**src/ucb_pkg.sv**
```systemverilog
package ucb_pkg;

    // opcodes of an input word
    localparam logic [2:0] OPC_ADD    = 3'd0;
    localparam logic [2:0] OPC_UPDATE = 3'd1;
    localparam logic [2:0] OPC_SELECT = 3'd2;
    localparam logic [2:0] OPC_EVAL   = 3'd3;
    localparam logic [2:0] OPC_CLEAR  = 3'd4;

    // game results
    localparam logic [1:0] RES_P0_WON = 2'd0;
    localparam logic [1:0] RES_P1_WON = 2'd1;
    localparam logic [1:0] RES_DRAW   = 2'd2;

    // register map
    localparam int          APB_AW     = 2;
    localparam logic [1:0]  ADDR_EXPL  = 2'd0;
    localparam logic [15:0] EXPL_RESET = 16'd11585;

    // fixed-point constants and iteration counts
    localparam logic [31:0] LN2_Q32    = 32'd2977044472;
    localparam int          LN_W       = 21;
    localparam int          DVD_W      = LN_W + 16;
    localparam int          SQ_W       = DVD_W + 1;
    localparam int          ROOT_W     = SQ_W / 2;
    localparam logic [5:0]  LOG_STEPS  = 6'd16;
    localparam logic [5:0]  RATE_STEPS = 6'd16;
    localparam logic [5:0]  Q_STEPS    = 6'(DVD_W);
    localparam logic [5:0]  SQRT_STEPS = 6'(ROOT_W);
    localparam logic [19:0] SCORE_MAX  = 20'hFFFFF;

    typedef enum logic [4:0] {
        OP_NOP,
        OP_LOAD,
        OP_ADD,
        OP_FULL,
        OP_RD_SLOT,
        OP_UPD_WR,
        OP_CLEAR,
        OP_LOG_INIT,
        OP_NORM_STEP,
        OP_LOG_LOAD,
        OP_LOG_STEP,
        OP_LN,
        OP_RD_IDX,
        OP_TAKE,
        OP_NEXT,
        OP_RATE_SAT,
        OP_RATE_INIT,
        OP_DIV_STEP,
        OP_RATE_STORE,
        OP_Q_INIT,
        OP_SQRT_INIT,
        OP_SQRT_STEP,
        OP_BONUS,
        OP_SCORE,
        OP_EVAL_CMP,
        OP_FINISH
    } dp_op_t;

    typedef struct packed {
        logic [2:0] opcode;
        logic       tbl_full;
        logic       slot_ok;
        logic       norm_done;
        logic       idx_end;
        logic       unvisited;
        logic       rate_sat;
    } stat_t;

endpackage

```
**src/ucb_ctrl.sv**
```systemverilog
module ucb_ctrl
    import ucb_pkg::*;
(
    input  logic   clk,
    input  logic   rst_n,
    input  logic   start,
    input  stat_t  stat,
    output dp_op_t op,
    output logic   busy,
    output logic   done
);

    typedef enum logic [18:0] {
        S_IDLE   = 19'd1 << 0,
        S_DECODE = 19'd1 << 1,
        S_UPD    = 19'd1 << 2,
        S_NORM   = 19'd1 << 3,
        S_LOG    = 19'd1 << 4,
        S_LN     = 19'd1 << 5,
        S_RD     = 19'd1 << 6,
        S_CHK    = 19'd1 << 7,
        S_RDIV   = 19'd1 << 8,
        S_RATE   = 19'd1 << 9,
        S_QINIT  = 19'd1 << 10,
        S_QDIV   = 19'd1 << 11,
        S_SQINIT = 19'd1 << 12,
        S_SQ     = 19'd1 << 13,
        S_BONUS  = 19'd1 << 14,
        S_SCORE  = 19'd1 << 15,
        S_EVCMP  = 19'd1 << 16,
        S_FIN    = 19'd1 << 17,
        S_DONE   = 19'd1 << 18
    } state_t;

    state_t     state_reg, state_next;
    logic [5:0] cnt_reg, cnt_next;
    logic       is_select;

    assign is_select = (stat.opcode == OPC_SELECT);
    assign busy      = (state_reg != S_IDLE);
    assign done      = (state_reg == S_DONE);

    always_comb
    begin
        state_next = state_reg;
        cnt_next   = cnt_reg;
        op         = OP_NOP;
        case (state_reg)
            S_IDLE:
            begin
                if (start)
                begin
                    op         = OP_LOAD;
                    state_next = S_DECODE;
                end
            end
            S_DECODE:
            begin
                state_next = S_DONE;
                case (stat.opcode)
                    OPC_ADD:    op = stat.tbl_full ? OP_FULL : OP_ADD;
                    OPC_UPDATE:
                    begin
                        if (stat.slot_ok)
                        begin
                            op         = OP_RD_SLOT;
                            state_next = S_UPD;
                        end
                    end
                    OPC_SELECT:
                    begin
                        op         = OP_LOG_INIT;
                        state_next = S_NORM;
                    end
                    OPC_EVAL:   state_next = S_RD;
                    OPC_CLEAR:  op = OP_CLEAR;
                    default:    op = OP_NOP;
                endcase
            end
            S_UPD:
            begin
                op         = OP_UPD_WR;
                state_next = S_DONE;
            end
            S_NORM:
            begin
                if (stat.norm_done)
                begin
                    op         = OP_LOG_LOAD;
                    cnt_next   = LOG_STEPS;
                    state_next = S_LOG;
                end
                else
                begin
                    op = OP_NORM_STEP;
                end
            end
            S_LOG:
            begin
                op       = OP_LOG_STEP;
                cnt_next = cnt_reg - 6'd1;
                if (cnt_reg == 6'd1)
                begin
                    state_next = S_LN;
                end
            end
            S_LN:
            begin
                op         = OP_LN;
                state_next = S_RD;
            end
            S_RD:
            begin
                if (stat.idx_end)
                begin
                    state_next = S_FIN;
                end
                else
                begin
                    op         = OP_RD_IDX;
                    state_next = S_CHK;
                end
            end
            S_CHK:
            begin
                if (stat.unvisited)
                begin
                    // select takes the first unvisited child, eval skips it
                    op         = is_select ? OP_TAKE : OP_NEXT;
                    state_next = is_select ? S_FIN : S_RD;
                end
                else if (stat.rate_sat)
                begin
                    op         = OP_RATE_SAT;
                    state_next = is_select ? S_QINIT : S_EVCMP;
                end
                else
                begin
                    op         = OP_RATE_INIT;
                    cnt_next   = RATE_STEPS;
                    state_next = S_RDIV;
                end
            end
            S_RDIV:
            begin
                op       = OP_DIV_STEP;
                cnt_next = cnt_reg - 6'd1;
                if (cnt_reg == 6'd1)
                begin
                    state_next = S_RATE;
                end
            end
            S_RATE:
            begin
                op         = OP_RATE_STORE;
                state_next = is_select ? S_QINIT : S_EVCMP;
            end
            S_QINIT:
            begin
                op         = OP_Q_INIT;
                cnt_next   = Q_STEPS;
                state_next = S_QDIV;
            end
            S_QDIV:
            begin
                op       = OP_DIV_STEP;
                cnt_next = cnt_reg - 6'd1;
                if (cnt_reg == 6'd1)
                begin
                    state_next = S_SQINIT;
                end
            end
            S_SQINIT:
            begin
                op         = OP_SQRT_INIT;
                cnt_next   = SQRT_STEPS;
                state_next = S_SQ;
            end
            S_SQ:
            begin
                op       = OP_SQRT_STEP;
                cnt_next = cnt_reg - 6'd1;
                if (cnt_reg == 6'd1)
                begin
                    state_next = S_BONUS;
                end
            end
            S_BONUS:
            begin
                op         = OP_BONUS;
                state_next = S_SCORE;
            end
            S_SCORE:
            begin
                op         = OP_SCORE;
                state_next = S_RD;
            end
            S_EVCMP:
            begin
                op         = OP_EVAL_CMP;
                state_next = S_RD;
            end
            S_FIN:
            begin
                op         = OP_FINISH;
                state_next = S_DONE;
            end
            S_DONE:
            begin
                state_next = S_IDLE;
            end
            default:
            begin
                state_next = S_IDLE;
            end
        endcase
    end

    always_ff @(posedge clk or negedge rst_n)
    begin
        if (!rst_n)
        begin
            state_reg <= S_IDLE;
            cnt_reg   <= '0;
        end
        else
        begin
            state_reg <= state_next;
            cnt_reg   <= cnt_next;
        end
    end

endmodule

```
**config.mk**
```make
export PLATFORM = sky130hd
export DESIGN_NAME = ucb_ctrl
export DESIGN_NICKNAME = d
export VERILOG_FILES = /design/src/ucb_pkg.sv /design/src/ucb_ctrl.sv
export SDC_FILE = /design/constraint.sdc
export NUM_CORES = 1
export LEC_CHECK = 0
export BUFFER_PORTS_ARGS = -buffer_cell sky130_fd_sc_hd__buf_2
export CAP_MARGIN = 20
export CORE_UTILIZATION = 30
export DETAILED_ROUTE_END_ITERATION = 10
export GPL_ROUTABILITY_DRIVEN = 1
export PLACE_DENSITY_LB_ADDON = 0.08
export SETUP_SLACK_MARGIN = 0.5
export SKIP_LAST_GASP = 1
export SLEW_MARGIN = 30
export SYNTH_ARGS = -nofsm -noshare
export SYNTH_HDL_FRONTEND = slang
export SYNTH_SLANG_ARGS = --single-unit
```
**constraint.sdc**
```tcl
create_clock -name clk -period 3.39 [get_ports clk]
set_clock_uncertainty 0.1 [all_clocks]
set_input_delay 0.5085 -clock clk [delete_from_list [all_inputs] [get_ports clk]]
set_output_delay 0.5085 -clock clk [all_outputs]
set_load 0.005 [all_outputs]
```
**Yosys cells after proc, flatten, opt, wreduce, memory -nomap -nowiden**

Index checks and enable logic that the tools add are counted.
W data, S select, Z words.

- Register bits: 25
- Input port bits: 12
- Output and inout port bits: 7

- Add/sub/neg operators: 1
- Equal/unequal tests: 33
- Mux-type cells: 28
- Reductions and logical operators: 8

Operators with widths:

| kind | count |
|---|---|
| $pmux W19 S15 | 1 |
| $mux W19 | 7 |
| $pmux W5 S17 | 1 |
| $pmux W19 S3 | 1 |
| $mux W18 | 3 |
| $mux W17 | 2 |
| $pmux W6 S5 | 1 |
| $eq A19 B1 Y1 const B | 1 |
| $eq A19 B10 Y1 const B | 1 |
| $eq A19 B11 Y1 const B | 1 |
| $eq A19 B12 Y1 const B | 1 |
| $eq A19 B13 Y1 const B | 1 |
| $eq A19 B14 Y1 const B | 1 |
| $eq A19 B15 Y1 const B | 1 |
| $eq A19 B16 Y1 const B | 1 |
| $eq A19 B17 Y1 const B | 1 |
| $eq A19 B18 Y1 const B | 1 |
| $eq A19 B19 Y1 const B | 1 |
| $eq A19 B2 Y1 const B | 1 |
| $eq A19 B3 Y1 const B | 1 |
| $eq A19 B4 Y1 const B | 1 |
| $eq A19 B5 Y1 const B | 1 |
| $eq A19 B6 Y1 const B | 1 |
| $eq A19 B7 Y1 const B | 1 |
| 23 further kinds | 37 |

**Depth between registers and ports, before layout**

- Depth after elaboration: 5
- Gate-level depth with buffers: 9
- Depth with buffers taken out: 6

**Worst setup path after synthesis**

No wires, ideal clock.

- Path kind: reg2out
- From: register state_reg[8]
- To: output port op[1]
- Data arrival time: 2.129 ns
- Required time: 2.782 ns
- Path slack: 0.653 ns
- Stages on the path, launching flop included: 9
- Buffers on the path: 2
- Cell sequence: dfrtp_1 -> or4_1 -> buf_6 -> or3_4 -> buf_6 -> nor3_4 -> o22ai_1 -> o2bb2ai_1 -> nand3_1

- Longest elaborated chain between the ends: 3

RTL lines:

| element | line | RTL |
|---|---|---|
| start, declared | ucb_ctrl.sv:35 | `state_t state_reg, state_next;` |
| start signal, assigned | ucb_ctrl.sv:228 | `state_reg <= state_next;` |
| $eq A19 B12 Y1 / $eq A19 B9 Y1 (equally long branches) | ucb_ctrl.sv:48 | `case (state_reg)` |
| $reduce_or A2 Y1 (no source line) | n/a |  |
| $pmux W5 S17 (*) | ucb_ctrl.sv:48 |  |
| end, declared | ucb_ctrl.sv:8 | `output dp_op_t op,` |

Every way passes the cells marked *; elsewhere a longest branch is shown, timed or not.

**Worst setup path in the final report**

- From: register state_reg[2]
- To: output port op[4]

The elaborated chain is that of the path after synthesis.

==> metrics.txt <==
pin count of the biggest net entering global routing=26; Peak VDD IR=0.2875 mV; Max H-tree Level=1; Post-Syn Area per Cell=8.948 um2; sw frac=0.3832; yosys warns=0; synthesized area=0.001772 mm2; Clock Sinks=25; Post-synth EDFFs=0; nets=253; die extent in y=78.85 um; MaxCap Viol Count=0; max reg flops=19; combinational share of power=0.415; Bufs on Longest Clock Path=2; routed vias/inst=5.639; register bit total from synthesis=25; first-pass GRT wire length=8.990 mm; switching power=0.3710 mW; total CTS buffers=3; post-route cell area=0.002253 mm2; asr flop ratio synth=1.000; cells after synthesis=198; PwrDens=429.6 mW/mm2; Worst Path Max Fanout=6; Core Area=0.005608 mm2; Critical Path AT=2.43 ns; Rows=27; layout cells sized above 1=0.3866; Int Pwr=0.5972 mW; Worst-path clk slew=0.09 ns; die area=0.006217 mm2; Critical Path End Type=output pin; status=finished clean; first-pass iteration count of the detailed router=4; final setup fails=0; commonest non-fill, non-tap cell in the layout=nor2_1; number of fill cells in the layout=605; worst skew pair latency=0.27 ns; Routed Antenna Nets=0; min cycle time layout=3.035 ns; I/O Pins=19; Netlist cell types=62; Critical R2R Launch=state_reg[2]$_DFFE_PN0P_; Die W=78.85 um; period utilization=0.8953; Placed Area=0.001923 mm2; hold buffers post-CTS=0; dpl hpwl=4.023 mm; vias in the first global route=1728; crit path launch type=flop; n_diodes=0; min-delay worst type=in2async; max_slew headroom=0.6022; final hold vios=0; sequential share of power=0.394; setup_tns=0 ns; Clock power frac=0.192; WP data required=2.78 ns; Fmax achieved=0.3295 GHz; gr ovfl total=0; Crit Path Class=reg2out; Worst Setup SP=state_reg[2]$_DFFE_PN0P_; Area Growth Syn to Fin=27.19%; Port Buf Inserts=18; gpl congestion=0.8341; worst-margin pin slew=0.5967 ns; RSZ-0062 raised after global routing=yes; routed wire length=5.532 mm; initial core utilization=0.3159; P_leak=1.037 nW; PnR Total Power=0.9681 mW; WHS=0.1254 ns; DRC Markers=0; Most used DFF post-synth=dfrtp_1; Root Buffer=clkbuf_8; most frequent cells in the layout=nor2_1, buf_4, dfrtp_1; synthesized net count=212; Initial DRC Count=77; GRT Resource Usage Total=0.1896; part of the Yosys area used for sequential elements=0.3538; fin. max-slew vios=0; initial antenna violation count=0; CTS tree=done; routed len/inst=17.85 um; Vias=1748
stage by stage:
stage	instances	setup WS [ns]	util
finish	310	0.3550	0.4018
detailed placement	285	0.4170	0.3429
floorplan	198	0.6529	-
global placement	285	0.4232	0.3429
global route	310	0.2740	0.4018
CTS	303	0.3513	0.3849
worst paths after layout:
kind | end | slack [ns] | depth (start not counted)
hold / removal | state_reg[18]$_DFFE_PN0P_ | 0.13 | 1
setup / recovery | op[4] | 0.35 | 6
setup reg to reg | state_reg[4]$_DFFE_PN0P_ | 0.65 | 8
hold reg to reg | cnt_reg[1]$_DFFE_PN0P_ | 0.46 | 1
min in group clk | state_reg[7]$_DFFE_PN0P_ | 0.33 | 2
max in group asynchronous | state_reg[10]$_DFFE_PN0P_ | 2.63 | 1
cell families (layout without fill, tap and decap cells):
group,count (synthesis),count (layout),share of synthesized area
compound gates,54,54,0.2154
xor+xnor,5,5,0.02472
fa+ha+maj,2,2,0.01412
buf+inv,12,52,0.04167
flops,25,25,0.3538
simple gates,100,100,0.3503
per-layer routing:
| layer | vias up | share of wire | global-route usage |
|---|---|---|---|
| li1 | 838 | - | - |
| met1 | 862 | 0.44 | 0.2468 |
| met2 | 44 | 0.50 | 0.3330 |
| met3 | 4 | 0.051 | 0.03103 |
| met4 | 0 | 0.0063 | 0.03273 |
| met5 | - | 0 | 0 |
synthesized netlist by cell type (all sizes together) (2+ instances only):
cell | instances | area [um2]
a211o | 2 | 18.77
a21o | 6 | 47.55
a21oi | 10 | 53.80
a311oi | 2 | 17.52
a31o | 3 | 26.28
a31oi | 3 | 25.02
and3 | 3 | 18.77
and4b | 5 | 50.05
buf | 3 | 30.03
clkbuf | 3 | 21.27
dfrtp | 24 | 600.6
ha | 2 | 25.02
inv | 6 | 22.52
nand2 | 8 | 30.03
nand3 | 6 | 30.03
nand3b | 4 | 30.03
nand4 | 2 | 12.51
nand4b | 3 | 26.28
nor2 | 27 | 103.9
nor2b | 3 | 18.77
nor3 | 14 | 91.34
nor4 | 7 | 50.05
o21ai | 14 | 70.07
o22ai | 2 | 12.51
or3 | 2 | 18.77
or3b | 2 | 17.52
or4 | 8 | 76.32
or4b | 2 | 20.02
xnor2 | 3 | 26.28
xor2 | 2 | 17.52
critical path, cell delays in order (launching register included):
cell and delay, ns:
dfrtp_2 0.45, or4_4 0.57, or4_4 0.61, a21oi_4 0.16, a211oi_2 0.06, or3b_2 0.20, buf_2 0.10
power groups by stage:
stage | registers (mW) | logic, mW | clock network (mW)
after floorplan | 0.374 | 0.228 | 0
after global placement | 0.386 | 0.323 | 0
after detailed placement | 0.386 | 0.318 | 0
after CTS | 0.381 | 0.366 | 0.191
after global routing | 0.388 | 0.441 | 0.203
final | 0.381 | 0.401 | 0.186
area by class of cell:
type                            instances  area, um2  share of cell area
Sequential cell                        25      633.1              0.2810
Multi-Input combinational cell        161       1185              0.5258
Clock buffer                            3      41.29             0.01832
Clock inverter                          1      5.005            0.002221
Timing Repair Buffer                   42      276.5              0.1227
Tap cell                               72      90.09             0.03998
Inverter                                6      22.52            0.009994
timing repair:
item                       CTS  global route
pin swaps                   10             5
gates resized for setup     20             8
setup endpoints to repair    7             5
buffers inserted            14             7
cloned                       0             0
No activity file was read; power rests on OpenSTA's default activity.
